==> src/rtl/core/assert_macros.svh <==
// Assertion macros used by the engine and the top-level module.
`ifndef ASSERT_MACROS_SVH
`define ASSERT_MACROS_SVH

// Check a property on every rising edge of clk outside reset.
`define ASSERT_CLKD(label, clk, rst_n, prop) \
  label: assert property (@(posedge clk) disable iff (!rst_n) prop) \
    else $error("assertion failed");

// Check a property on every rising edge of clk, reset included.
`define ASSERT_ALWAYS(label, clk, prop) \
  label: assert property (@(posedge clk) prop) \
    else $error("assertion failed");

`endif

==> src/rtl/core/tlbp_pkg.sv <==
// Types, constants and tables of the two-LED breathing pattern block.
package tlbp_pkg;

  localparam int MAX_DUTY   = 100;
  localparam int RAMP_STEPS = 10;
  localparam int PWM_PERIOD = 1200;

  localparam int DUTY_W = 7;
  localparam int CMP_W  = 11;
  localparam int TMR_W  = 11;

  localparam logic [7:0]        PAT_BLINK   = 8'hAA;
  localparam logic [7:0]        PAT_SOLID   = 8'hFF;
  localparam logic [TMR_W-1:0]  BLINK_MS    = TMR_W'(500);
  localparam logic [TMR_W-1:0]  RELOAD_MS   = TMR_W'(1500 / RAMP_STEPS);
  localparam logic [DUTY_W-1:0] DUTY_MAX    = DUTY_W'(MAX_DUTY);
  localparam logic [DUTY_W-1:0] STEP_RAMP   = DUTY_W'(MAX_DUTY / RAMP_STEPS);

  // Operation codes of an input beat.
  localparam logic OP_TICK = 1'b0;
  localparam logic OP_MODE = 1'b1;

  // Configuration register indexes.
  localparam logic [1:0] CFG_DISPLAY_EN = 2'd0;
  localparam logic [1:0] CFG_LOW_BAT    = 2'd1;
  localparam logic [1:0] CFG_WPS        = 2'd2;
  localparam logic [1:0] CFG_NIGHT      = 2'd3;

  typedef struct packed {
    logic       operation;
    logic [2:0] mode_index;
    logic       mode_on;
    logic       module_active;
    logic       sleep_leds_off;
    logic       test_blink;
  } in_item_t;

  typedef struct packed {
    logic [DUTY_W-1:0] red_drive;
    logic [DUTY_W-1:0] blue_drive;
    logic [CMP_W-1:0]  red_compare;
    logic [CMP_W-1:0]  blue_compare;
    logic [7:0]        active_modes;
  } out_item_t;

  typedef struct packed {
    logic       led_display_enabled;
    logic [2:0] low_battery_bit;
    logic [2:0] wps_bit;
    logic [2:0] night_lamp_bit;
  } cfg_t;

  // Engine results handed to the output stage.
  typedef struct packed {
    logic [DUTY_W-1:0] red_drive;
    logic [DUTY_W-1:0] blue_drive;
    logic [7:0]        active_modes;
  } res_t;

  typedef logic [CMP_W-1:0] cmp_lut_t [2**DUTY_W];

  function automatic cmp_lut_t build_cmp_lut();
    cmp_lut_t t;
    for (int i = 0; i < 2**DUTY_W; i++) begin
      t[i] = CMP_W'((PWM_PERIOD * i) / 100);
    end
    return t;
  endfunction

  localparam cmp_lut_t CMP_LUT = build_cmp_lut();

endpackage

==> src/rtl/core/tlbp_in_stage.sv <==
// Input register: holds one accepted beat until the engine takes it.
module tlbp_in_stage (
  input  logic               clk,
  input  logic               rst_n,
  input  logic               in_valid,
  output logic               in_ready,
  input  tlbp_pkg::in_item_t in_data,
  input  logic               take,
  output logic               item_valid,
  output tlbp_pkg::in_item_t item
);
  import tlbp_pkg::*;

  logic     valid_r, valid_nxt;
  in_item_t item_r;

  assign in_ready   = !valid_r || take;
  assign valid_nxt  = in_ready ? in_valid : valid_r;
  assign item_valid = valid_r;
  assign item       = item_r;

  always_ff @(posedge clk) begin
    if (!rst_n) begin
      valid_r <= 1'b0;
    end else begin
      valid_r <= valid_nxt;
    end
  end

  always_ff @(posedge clk) begin
    if (in_ready && in_valid) begin
      item_r <= in_data;
    end
  end

endmodule

==> src/rtl/core/tlbp_engine.sv <==
// Mode, pattern, ramp and timer state with its per-beat update.
module tlbp_engine (
  input  logic               clk,
  input  logic               rst_n,
  input  tlbp_pkg::cfg_t     cfg,
  input  logic               take,
  input  tlbp_pkg::in_item_t item,
  output tlbp_pkg::res_t     res
);
  import tlbp_pkg::*;

  `include "assert_macros.svh"

  logic [7:0]        mode_bits_r, mode_bits_nxt;
  logic [7:0]        red_pat_r, red_pat_nxt;
  logic [7:0]        blue_pat_r, blue_pat_nxt;
  logic [DUTY_W-1:0] red_step_r, red_step_nxt;
  logic [DUTY_W-1:0] blue_step_r, blue_step_nxt;
  logic [DUTY_W-1:0] red_duty_r, red_duty_nxt;
  logic [DUTY_W-1:0] blue_duty_r, blue_duty_nxt;
  logic [2:0]        pat_bit_r, pat_bit_nxt;
  logic [TMR_W-1:0]  interval_r, interval_nxt;
  logic [TMR_W-1:0]  time_left_r, time_left_nxt;
  logic              blink_r, blink_nxt;
  logic [DUTY_W-1:0] red_drv_r, red_drv_nxt;
  logic [DUTY_W-1:0] blue_drv_r, blue_drv_nxt;

  logic [7:0]       new_modes;
  logic [TMR_W-1:0] tl_dec;
  logic             expired;
  logic             at_rail;

  function automatic logic [DUTY_W-1:0] ramp(input logic [DUTY_W-1:0] duty,
                                             input logic [DUTY_W-1:0] step,
                                             input logic              up);
    logic [DUTY_W:0] sum;
    sum = {1'b0, duty} + {1'b0, step};
    if (up) begin
      ramp = (sum >= {1'b0, DUTY_MAX}) ? DUTY_MAX : sum[DUTY_W-1:0];
    end else begin
      ramp = (duty >= step) ? duty - step : duty;
    end
  endfunction

  assign tl_dec  = (time_left_r != '0) ? time_left_r - TMR_W'(1) : '0;
  assign expired = (tl_dec == '0);
  assign at_rail = (red_duty_r == '0 || red_duty_r == DUTY_MAX) &&
                   (blue_duty_r == '0 || blue_duty_r == DUTY_MAX);

  always_comb begin
    new_modes = mode_bits_r;
    new_modes[item.mode_index] = item.mode_on;
  end

  always_comb begin
    mode_bits_nxt = mode_bits_r;
    red_pat_nxt   = red_pat_r;
    blue_pat_nxt  = blue_pat_r;
    red_step_nxt  = red_step_r;
    blue_step_nxt = blue_step_r;
    red_duty_nxt  = red_duty_r;
    blue_duty_nxt = blue_duty_r;
    pat_bit_nxt   = pat_bit_r;
    interval_nxt  = interval_r;
    time_left_nxt = time_left_r;
    blink_nxt     = blink_r;
    red_drv_nxt   = red_drv_r;
    blue_drv_nxt  = blue_drv_r;
    if (item.operation == OP_MODE) begin
      // Drop the change when display is off or the bit already matches.
      if (cfg.led_display_enabled && mode_bits_r[item.mode_index] != item.mode_on) begin
        mode_bits_nxt = new_modes;
        if (new_modes[cfg.low_battery_bit]) begin
          red_pat_nxt  = PAT_BLINK;
          red_step_nxt = STEP_RAMP;
          pat_bit_nxt  = '0;
          interval_nxt = RELOAD_MS;
        end else begin
          red_pat_nxt = '0;
        end
        if (new_modes[cfg.wps_bit]) begin
          blue_pat_nxt  = PAT_BLINK;
          blue_step_nxt = STEP_RAMP;
          pat_bit_nxt   = '0;
          interval_nxt  = RELOAD_MS;
        end else if (new_modes[cfg.night_lamp_bit]) begin
          blue_pat_nxt  = PAT_SOLID;
          blue_step_nxt = DUTY_MAX;
          pat_bit_nxt   = '0;
          interval_nxt  = RELOAD_MS;
        end else begin
          blue_pat_nxt = '0;
        end
      end
    end else begin
      time_left_nxt = tl_dec;
      if (!item.module_active || item.sleep_leds_off) begin
        red_drv_nxt  = '0;
        blue_drv_nxt = '0;
      end else if (item.test_blink) begin
        if (expired) begin
          time_left_nxt = BLINK_MS;
          blink_nxt     = !blink_r;
          red_drv_nxt   = !blink_r ? DUTY_W'(100) : '0;
          blue_drv_nxt  = !blink_r ? DUTY_W'(100) : '0;
        end
      end else if (expired) begin
        time_left_nxt = interval_r;
        // Advance the pattern bit when both duties sit at a rail, then ramp toward it.
        pat_bit_nxt   = at_rail ? pat_bit_r + 3'd1 : pat_bit_r;
        red_duty_nxt  = ramp(red_duty_r, red_step_r, red_pat_r[pat_bit_nxt]);
        blue_duty_nxt = ramp(blue_duty_r, blue_step_r, blue_pat_r[pat_bit_nxt]);
        red_drv_nxt   = red_duty_nxt;
        blue_drv_nxt  = blue_duty_nxt;
      end
    end
  end

  assign res.red_drive    = red_drv_nxt;
  assign res.blue_drive   = blue_drv_nxt;
  assign res.active_modes = mode_bits_nxt;

  always_ff @(posedge clk) begin
    if (!rst_n) begin
      mode_bits_r <= '0;
      red_pat_r   <= '0;
      blue_pat_r  <= '0;
      red_step_r  <= '0;
      blue_step_r <= '0;
      red_duty_r  <= '0;
      blue_duty_r <= '0;
      pat_bit_r   <= '0;
      interval_r  <= '0;
      time_left_r <= '0;
      blink_r     <= 1'b0;
      red_drv_r   <= '0;
      blue_drv_r  <= '0;
    end else if (take) begin
      mode_bits_r <= mode_bits_nxt;
      red_pat_r   <= red_pat_nxt;
      blue_pat_r  <= blue_pat_nxt;
      red_step_r  <= red_step_nxt;
      blue_step_r <= blue_step_nxt;
      red_duty_r  <= red_duty_nxt;
      blue_duty_r <= blue_duty_nxt;
      pat_bit_r   <= pat_bit_nxt;
      interval_r  <= interval_nxt;
      time_left_r <= time_left_nxt;
      blink_r     <= blink_nxt;
      red_drv_r   <= red_drv_nxt;
      blue_drv_r  <= blue_drv_nxt;
    end
  end

  `ASSERT_CLKD(a_mode_keeps_drive, clk, rst_n,
    (take && item.operation == OP_MODE) |=> ($stable(red_drv_r) && $stable(blue_drv_r)))
  `ASSERT_CLKD(a_tick_keeps_modes, clk, rst_n,
    (take && item.operation == OP_TICK) |=> $stable(mode_bits_r))
  `ASSERT_CLKD(a_duty_bounded, clk, rst_n,
    (red_duty_r <= DUTY_MAX) && (blue_duty_r <= DUTY_MAX) && (red_drv_r <= DUTY_MAX))

endmodule

==> src/rtl/core/tlbp_out_stage.sv <==
// Result register: drives, PWM compare values and mode bits of one beat.
module tlbp_out_stage (
  input  logic                clk,
  input  logic                rst_n,
  input  logic                take,
  input  tlbp_pkg::res_t      res,
  output logic                load_ok,
  output logic                out_valid,
  input  logic                out_ready,
  output tlbp_pkg::out_item_t out_data
);
  import tlbp_pkg::*;

  logic      valid_r, valid_nxt;
  out_item_t data_r, data_nxt;

  assign load_ok   = !valid_r || out_ready;
  assign valid_nxt = take ? 1'b1 : (out_ready ? 1'b0 : valid_r);

  always_comb begin
    data_nxt.red_drive    = res.red_drive;
    data_nxt.blue_drive   = res.blue_drive;
    data_nxt.red_compare  = CMP_LUT[res.red_drive];
    data_nxt.blue_compare = CMP_LUT[res.blue_drive];
    data_nxt.active_modes = res.active_modes;
  end

  assign out_valid = valid_r;
  assign out_data  = data_r;

  always_ff @(posedge clk) begin
    if (!rst_n) begin
      valid_r <= 1'b0;
    end else begin
      valid_r <= valid_nxt;
    end
  end

  always_ff @(posedge clk) begin
    if (take) begin
      data_r <= data_nxt;
    end
  end

endmodule

==> src/rtl/core/two_led_breathing_pattern.sv <==
// Top level of the two-LED breathing pattern block.
// Input beats carry either a one-millisecond tick or a mode change; each
// accepted beat yields exactly one result beat with the red and blue duty
// percent, their PWM compare values and the current mode bits.
// Both channels use valid/ready. A beat is registered on acceptance, updated
// through the engine as it moves into the result register, and shown on
// out_valid once the result register has loaded it.
// With out_ready high, throughput is one beat per cycle: the engine state
// updates in the same cycle a beat moves from input to result register.
// When the receiver stalls, the result register holds, the input register
// fills if it is empty, and in_ready then drops until out_ready returns.
// The configuration port (cfg_we, cfg_index, cfg_wdata) writes one register
// per cycle with no wait; write it only while the block is idle.
// Synchronous active-low reset clears the engine state and both registers'
// valid flags, not their data, and loads the register defaults: display
// enabled, low battery on mode bit 0, WPS on bit 1, night lamp on bit 2.
module two_led_breathing_pattern (
  input  logic                clk,
  input  logic                rst_n,
  input  logic                in_valid,
  output logic                in_ready,
  input  tlbp_pkg::in_item_t  in_data,
  output logic                out_valid,
  input  logic                out_ready,
  output tlbp_pkg::out_item_t out_data,
  input  logic                cfg_we,
  input  logic [1:0]          cfg_index,
  input  logic [2:0]          cfg_wdata
);
  import tlbp_pkg::*;

  `include "assert_macros.svh"

  cfg_t     cfg_r, cfg_nxt;
  logic     item_valid;
  in_item_t item;
  logic     load_ok;
  logic     take;
  res_t     res;

  assign take = item_valid && load_ok;

  always_comb begin
    cfg_nxt = cfg_r;
    if (cfg_we) begin
      unique case (cfg_index)
        CFG_DISPLAY_EN: cfg_nxt.led_display_enabled = cfg_wdata[0];
        CFG_LOW_BAT:    cfg_nxt.low_battery_bit     = cfg_wdata;
        CFG_WPS:        cfg_nxt.wps_bit             = cfg_wdata;
        CFG_NIGHT:      cfg_nxt.night_lamp_bit      = cfg_wdata;
        default:        cfg_nxt = cfg_r;
      endcase
    end
  end

  always_ff @(posedge clk) begin
    if (!rst_n) begin
      cfg_r.led_display_enabled <= 1'b1;
      cfg_r.low_battery_bit     <= 3'd0;
      cfg_r.wps_bit             <= 3'd1;
      cfg_r.night_lamp_bit      <= 3'd2;
    end else begin
      cfg_r <= cfg_nxt;
    end
  end

  tlbp_in_stage u_in (
    .clk        (clk),
    .rst_n      (rst_n),
    .in_valid   (in_valid),
    .in_ready   (in_ready),
    .in_data    (in_data),
    .take       (take),
    .item_valid (item_valid),
    .item       (item)
  );

  tlbp_engine u_engine (
    .clk   (clk),
    .rst_n (rst_n),
    .cfg   (cfg_r),
    .take  (take),
    .item  (item),
    .res   (res)
  );

  tlbp_out_stage u_out (
    .clk       (clk),
    .rst_n     (rst_n),
    .take      (take),
    .res       (res),
    .load_ok   (load_ok),
    .out_valid (out_valid),
    .out_ready (out_ready),
    .out_data  (out_data)
  );

  `ASSERT_CLKD(a_ready_only_on_stall, clk, rst_n,
    !in_ready |-> (out_valid && !out_ready && item_valid))
  `ASSERT_CLKD(a_take_fills_out, clk, rst_n,
    take |=> out_valid)
  `ASSERT_CLKD(a_out_holds, clk, rst_n,
    (out_valid && !out_ready) |=> (out_valid && $stable(out_data)))

endmodule
==> config.mk <==
export PLATFORM = sky130hd
export DESIGN_NAME = two_led_breathing_pattern
export DESIGN_NICKNAME = d
export VERILOG_FILES = /design/src/rtl/core/tlbp_pkg.sv /design/src/rtl/core/tlbp_in_stage.sv /design/src/rtl/core/tlbp_engine.sv /design/src/rtl/core/tlbp_out_stage.sv /design/src/rtl/core/two_led_breathing_pattern.sv
export VERILOG_INCLUDE_DIRS = /design/src /design/src/rtl/core
export SDC_FILE = /design/constraint.sdc
export NUM_CORES = 1
export LEC_CHECK = 0
export BUFFER_PORTS_ARGS = -buffer_cell sky130_fd_sc_hd__buf_2
export CAP_MARGIN = 20
export CORE_MARGIN = 3
export CORE_UTILIZATION = 60
export DETAILED_ROUTE_END_ITERATION = 12
export GPL_ROUTABILITY_DRIVEN = 0
export PLACE_DENSITY = 0.84
export SLEW_MARGIN = 25
export SYNTH_ARGS = -nofsm -noshare
export SYNTH_HDL_FRONTEND = slang
export SYNTH_SLANG_ARGS = --single-unit
==> constraint.sdc <==
create_clock -name clk -period 4.4 [get_ports clk]
set_input_delay 0.22 -clock clk [delete_from_list [all_inputs] [get_ports clk]]
set_output_delay 0.22 -clock clk [all_outputs]
set_load 0.1 [all_outputs]
## Word level (Yosys, flattened, before mapping)

Memories as Yosys holds them, arrays and structs flattened. A register that Yosys moved wholly into a read port is not among the register bits.
Index checks and enable logic that the tools add are counted.

| storage, ports and cells | value |
|---|---|
| register bits | 128 |
| ROM bits | 2,816 |
| bits of input ports | 18 |
| output and inout bits | 46 |
| logic and storage cells | 154 |
| memories | 2 |

| operators by class | value |
|---|---|
| add/sub/neg operators | 6 |
| order comparisons | 10 |
| equal/unequal tests | 10 |
| mux-type cells | 58 |
| bitwise operators | 5 |
| reduce and logical (&&, ||, !) cells | 35 |

Memories:

| name | words | width | rd ports | clocked after Yosys merged registers in | wr ports | line | text |
|---|---|---|---|---|---|---|---|
| (name not given) | 128 | 11 | 1 | 1 | 0 | tlbp_out_stage.sv:24 | `data_nxt.blue_compare = CMP_LUT[res.blue_drive];` |
| (name not given) | 128 | 11 | 1 | 1 | 0 | tlbp_out_stage.sv:23 | `data_nxt.red_compare = CMP_LUT[res.red_drive];` |

Operators by type and width:

| operator | number |
|---|---|
| $mux W7 | 19 |
| $mux W11 | 8 |
| $mux W8 | 5 |
| $mux W3 | 9 |
| $lt A3 B4 Y1 const B | 5 |
| $bmux W1 S3 | 6 |
| $ge A8 B7 Y1 const B | 2 |
| $not A7 Y8 | 2 |
| $eq A7 B7 Y1 const B | 2 |
| $logic_not A7 Y1 | 2 |
| $reduce_and A4 Y1 | 3 |
| $logic_not A11 Y1 | 1 |
| $reduce_bool A11 Y1 | 1 |
| $sub A11 B1 Y11 const B | 1 |
| $reduce_and A2 Y1 | 5 |
| $reduce_and A5 Y1 | 2 |
| $mux W1 | 9 |
| $add A7 B4 Y8 | 1 |
| $add A7 B7 Y8 | 1 |
| $bwmux W8 | 1 |
| $ge A7 B4 Y1 | 1 |
| $ge A7 B7 Y1 | 1 |
| $sub A7 B4 Y7 | 1 |
| $sub A7 B7 Y7 | 1 |
| 18 further kinds | 35 |

## Depth between registers and ports, before layout

| depth | value |
|---|---|
| depth after elaboration | 12 |
| mapped depth | 16 |
| mapped depth without buffers | 16 |

## By module

A second synthesis with hierarchy kept.

| unflattened totals | value |
|---|---|
| cells, all modules | 786 |
| area total of the unflattened synthesis | 7,270.7 um^2 |

By module, submodules not included:

| module | times used | cells an instance | area an instance (um^2) | sequential area each (um^2) |
|---|---|---|---|---|
| tlbp_engine | 1 | 595 | 4,708.3 | 1,121.1 |
| tlbp_out_stage | 1 | 136 | 1,850.5 | 1,161.1 |
| two_led_breathing_pattern | 1 | 42 | 414.1 | 200.2 |
| tlbp_in_stage | 1 | 13 | 297.8 | 260.2 |

## Worst setup path after synthesis

No wires, ideal clock.

| timing path | value |
|---|---|
| kind | reg2reg |
| start | reg u_engine.blue_duty_r[2] |
| end | reg, netlist name u_out.out_data[15] |
| library setup time | 0.159 ns |
| data arrival time | 3.319 ns |
| data required time | 4.241 ns |
| path slack | 0.923 ns |
| stages on the path, launching flop included | 15 |
| buffers on the path | 0 |
| clock period less this slack | 3.477 ns |
| cell sequence | dfxtp_1 inv_1 fa_1 o21bai_1 nand2_1 xnor2_1 a311o_1 a21oi_1 o31ai_1 a22oi_1 inv_1 ha_1 o21ai_0 a21oi_1 a22oi_1 |

RTL lines:

| element | line | text |
|---|---|---|
| from (decl) | tlbp_engine.sv:20 | `logic [DUTY_W-1:0] blue_duty_r, blue_duty_nxt;` |
| from (signal assigned) | tlbp_engine.sv:145 | `blue_duty_r <= blue_duty_nxt;` |

## Worst setup path in the final report

| timing path | value |
|---|---|
| start | reg u_engine.red_duty_r[4] |
| end | reg, netlist name u_out.out_data[16] |

| between the ends | value |
|---|---|
| word-level cells in the longest chain between the ends | 12 |
| elaborated cells on any way between the ends | 13 |
| those cells by class | 1 x eq/ne; 8 x mux; 1 x bitwise; 3 x reduce/logical |

Ends and longest elaborated chain:

| element | line | text |
|---|---|---|
| from (decl) | tlbp_engine.sv:19 | `logic [DUTY_W-1:0] red_duty_r, red_duty_nxt;` |
| from (signal assigned) | tlbp_engine.sv:144 | `red_duty_r <= red_duty_nxt;` |
| $eq A7 B7 Y1 or $logic_not A7 Y1 (tied branches) | tlbp_engine.sv:47 | `assign at_rail = (red_duty_r == '0 \|\| red_duty_r == DUTY_MAX) &&` |
| $logic_or A1 B1 Y1 * | tlbp_engine.sv:47 |  |
| $logic_and A1 B1 Y1 * | tlbp_engine.sv:47 |  |
| $mux W3 * | tlbp_engine.sv:110 | `pat_bit_nxt = at_rail ? pat_bit_r + 3'd1 : pat_bit_r;` |
| $bmux W1 S3 * | tlbp_engine.sv:112 | `blue_duty_nxt = ramp(blue_duty_r, blue_step_r, blue_pat_r[pat_bit_nxt]);` |
| $mux W1 (implied by the code) * | tlbp_engine.sv:112 |  |
| $mux W7 * | tlbp_engine.sv:38 | `if (up) begin` |
| $mux W7 * | tlbp_engine.sv:107 | `end else if (expired) begin` |
| $mux W7 * | tlbp_engine.sv:100 | `end else if (item.test_blink) begin` |
| $mux W7 * | tlbp_engine.sv:97 | `if (!item.module_active \|\| item.sleep_leds_off) begin` |
| $mux W7 * | tlbp_engine.sv:69 | `if (item.operation == OP_MODE) begin` |
| $not A7 Y8 (implied by the code) * | tlbp_out_stage.sv:24 |  |

Every way passes the cells marked *; elsewhere a longest branch is shown, timed or not. The select of a mux whose other input is x is not followed.
A chain may end at the register's enable or synchronous reset.

==> results.yml <==
layout:
  nets: 832
  layout_cells_sized_above_1_pct: 15.7
  areaGrowthSynthToFinish_pct: 15.2
  antenna-diode-count: 0
drt:
  vias: 6205
  drt_drc_violations_left: 0
  ant_nets: 0
  drt_pass1_iterations: 6
  routedWlPerCell_um: 19.1
  avgViaCountPerCell: 6.59
  drt_first_iter_violations: 634
  wirelength_um: 18000
synthesis:
  synthesis.instances: 741
  yosys.area.top_type_share_pct: 20.1
  yosys_most_used_dff: "sky130_fd_sc_hd__dfxtp_1"
  synth.ff_latch_count: 114
  synth-seq-area-share_pct: 39.9
  yosysUniqueCellTypes: 87
  syn_area_um2: 6880
  synthDominantAreaCellType: "sky130_fd_sc_hd__edfxtp_1"
  synth-async-reset-ratio_pct: 0
  postSynthAreaPerCell_um2: 9.28
  yosys.cell_count.top_type: "sky130_fd_sc_hd__nand2_1"
  number_of_enable_type_register_cells_in_the_synthesized_netlist: 46
  synth.yosys.warnings: 0
  synth.area.top_cells: "sky130_fd_sc_hd__edfxtp_1 (20%), sky130_fd_sc_hd__dfxtp_1 (20%), sky130_fd_sc_hd__mux2i_1 (4.4%), sky130_fd_sc_hd__nand2_1 (4.3%), sky130_fd_sc_hd__ha_1 (4.2%)"
  yosys-top-cells-count: "sky130_fd_sc_hd__nand2_1 (79), sky130_fd_sc_hd__dfxtp_1 (68), sky130_fd_sc_hd__edfxtp_1 (46)"
sta:
  hold_viol: 0
  achievable-frequency_mhz: 240
  period_needed_ns: 4.17
  worst_slew_margin_rel_pct: 39.4
  unrepaired_setup_endpoints_after_global_routing: "false"
  fin_worst_skew_ns: 0.0150
  fin_crit_sh_pct: 94.7
  setup_viol_count_final: 0
  setup_tns_ns: 0
  report.final.slew_viol_count: 0
  worst-slew-pin-transition_ns: 0.905
cts:
  postCtsSetupRepairBufs: 0
  clock_tree_from_tritoncts: "built"
  clock-sinks: 114
  clock_path_buffers: 2
  clock_tree.root_cell: "sky130_fd_sc_hd__clkbuf_16"
  worst_skew_pair.late_latency_ns: 0.42
  reg_clk_slew_reported_paths_ns: 0.06
  tritoncts.num_buffers: 17
  htreeDepth: 4
placed_design:
  half_perimeter_wire_length_after_placement_um: 11800
  port-buffer-count: 59
flow_run:
  drv_cap: 0
status:
  outcome: "finished, final reports clean"
floorplan:
  initial_utilization_pct: 62.4
  die_area_um2: 12800
  total_i_o_pin_count: 64
  y_dimension_of_the_die_um: 113
  die_w_um: 113
  core-area_um2: 11000
  std_cell_rows: 38
setup_path:
  cp_data_required_time_ns: 4.54
  endpoint_kind: "flip-flop"
  timing.critical_path.fanout_max: 11
  setup.worst_path.start_class: "flip-flop"
  timing_worst_setup_path_type: "flip-flop to flip-flop"
  critPathMaxStageDelay_ns: 0.59
  cp_cell_instances: "nor4_1 > o211ai_1 > a211oi_1 > or2_1 > nand3_1 > a2bb2oi_1 > a211oi_4 > o21ai_2 > a2111oi_0 > nor4_1"
  worst_ep_arrival_time_ns: 4.31
  critPathTopFamily: "compound AO/OA/AOI/OAI gates"
  crit_top_cell: "sky130_fd_sc_hd__nor4_1"
  critPathSlowestCell: "sky130_fd_sc_hd__a2111oi_0"
  cp_buf_inv_count: 0
hold_path:
  holdCritPathClass: "primary input to flip-flop"
power:
  finalPower_uw: 3130
  irDropWorstVdd_v: 0.000365
  power.density_cell_area_nw_per_um2: 395
  p_leak_uw: 0.00325
global_route:
  grt_overflow: 0
  groute.usage.overall_pct: 28.8
  grt_first_pass_wirelength_um: 30000
  grt_antenna_before_repair: 0
  via_count_of_the_first_global_routing_pass: 6230
  maximum_number_of_pins_on_one_net_before_global_route_repair: 72
-- routing by layer --
layer / GRT usage (%) / part of all wire [%] / vias to the layer above
li1: - / - / 2811
met1: 33.6 / 38 / 2967
met2: 50.8 / 52 / 352
met3: 6.36 / 7.3 / 75
met4: 12.3 / 3.3 / 0
met5: 0 / 0 / -
-- registers in the layout (all words and copies together), names as in the netlist, 7 cells and up --
| signal | flops |
|---|---|
| u_engine.blue_drv_r | 7 |
| cfg_r | 10 |
| u_out.out_data | 38 |
| u_engine.mode_bits_r | 8 |
| u_engine.blue_duty_r | 7 |
| u_engine.time_left_r | 11 |
| u_engine.red_duty_r | 7 |
| u_engine.red_drv_r | 7 |
| u_in.item | 8 |
-- cell usage in the layout (no fill, tap or decap), types with 5 or more instances in the layout --
| master | count |
|---|---|
| sky130_fd_sc_hd__edfxtp_1 | 46 |
| sky130_fd_sc_hd__nor2_1 | 43 |
| sky130_fd_sc_hd__dfxtp_1 | 68 |
| sky130_fd_sc_hd__o21ai_0 | 35 |
| sky130_fd_sc_hd__o21a_1 | 8 |
| sky130_fd_sc_hd__a22oi_1 | 21 |
| sky130_fd_sc_hd__a21boi_0 | 16 |
| sky130_fd_sc_hd__xnor2_1 | 13 |
| sky130_fd_sc_hd__buf_2 | 58 |
| sky130_fd_sc_hd__bufinv_16 | 5 |
| sky130_fd_sc_hd__a21oi_1 | 34 |
| sky130_fd_sc_hd__nor3_1 | 18 |
| sky130_fd_sc_hd__clkbuf_16 | 17 |
| sky130_fd_sc_hd__and2_1 | 13 |
| sky130_fd_sc_hd__a31oi_1 | 6 |
| sky130_fd_sc_hd__mux2i_1 | 30 |
| sky130_fd_sc_hd__nand3b_1 | 6 |
| sky130_fd_sc_hd__o211a_1 | 11 |
| sky130_fd_sc_hd__mux4_2 | 9 |
| sky130_fd_sc_hd__nand3_1 | 23 |
| sky130_fd_sc_hd__nor3b_1 | 7 |
| sky130_fd_sc_hd__nor4_1 | 9 |
| sky130_fd_sc_hd__nand2b_1 | 12 |
| sky130_fd_sc_hd__nor2b_1 | 36 |
| sky130_fd_sc_hd__nand2_1 | 78 |
| sky130_fd_sc_hd__nand4_1 | 5 |
| sky130_fd_sc_hd__inv_1 | 32 |
| sky130_fd_sc_hd__dlygate4sd3_1 | 8 |
| sky130_fd_sc_hd__ha_1 | 23 |
-- power by group --
| group | internal (µW) | switching (µW) |
|---|---|---|
| Combinational | 130 | 328 |
| Clock | 1020 | 489 |
| Sequential | 1130 | 35.2 |
| Total | 2280 | 853 |
-- stage by stage --
step                utilization [%]  setup slack [ns]  cell area [µm²]  hold slack [ns]  cells
floorplan                         -             0.923             6890            0.319    744
global placement               65.1             0.635             7180            0.398    902
detailed placement             65.1             0.380             7180            0.399    902
CTS                            71.7             0.236             7910           0.0615    942
global route                   71.8            0.0438             7920           0.0946    942
finish                         71.8             0.233             7920           0.0580    942
-- repair_timing --
action / 4_1_cts / 5_1_grt
endpoints found under the hold margin: 8 / 0
hold buffers: 8 / 0
gates resized for setup: 0 / 3
setup endpoints to repair: 0 / 5
-- layout make-up --
class	count	area, µm²
Fill cell	751	3110
Multi-Input combinational cell	553	3830
Tap cell	140	175
Sequential cell	114	2740
Inverter	33	124
Clock buffer	18	439
Clock inverter	14	208
Timing Repair Buffer	70	400
-- tightest hold or removal path, cell delays in order --
cell and delay [ns]:
sky130_fd_sc_hd__buf_2 0.10, sky130_fd_sc_hd__mux2i_1 0.06, sky130_fd_sc_hd__nand2_1 0.06
-- worst paths after layout --
path / slack, ns / depth (start not counted) / from / endpoint
max reg2reg: 0.23 / 10 / u_engine.red_duty_r[4] / u_out.out_data[16]
min reg2reg: 0.47 / 2 / u_engine.red_drv_r[3] / u_engine.red_drv_r[3]
max: 0.23 / 10 / u_engine.red_duty_r[4] / u_out.out_data[16]
min: 0.06 / 3 / cfg_wdata[1] / cfg_r[1]
-- logic make-up after synthesis --
| group | share of synthesized area (%) |
|---|---|
| AND/OR/NAND/NOR | 22.1 |
| AO/OA/AOI/OAI | 19.2 |
| flip-flops | 39.9 |
| buffers and inverters | 4.75 |
| multiplexers | 7.48 |
| adder cells (fa/ha/maj) | 4.77 |
| XOR/XNOR | 1.78 |
| other | 0.0545 |
(Power assumes the default switching activity.)
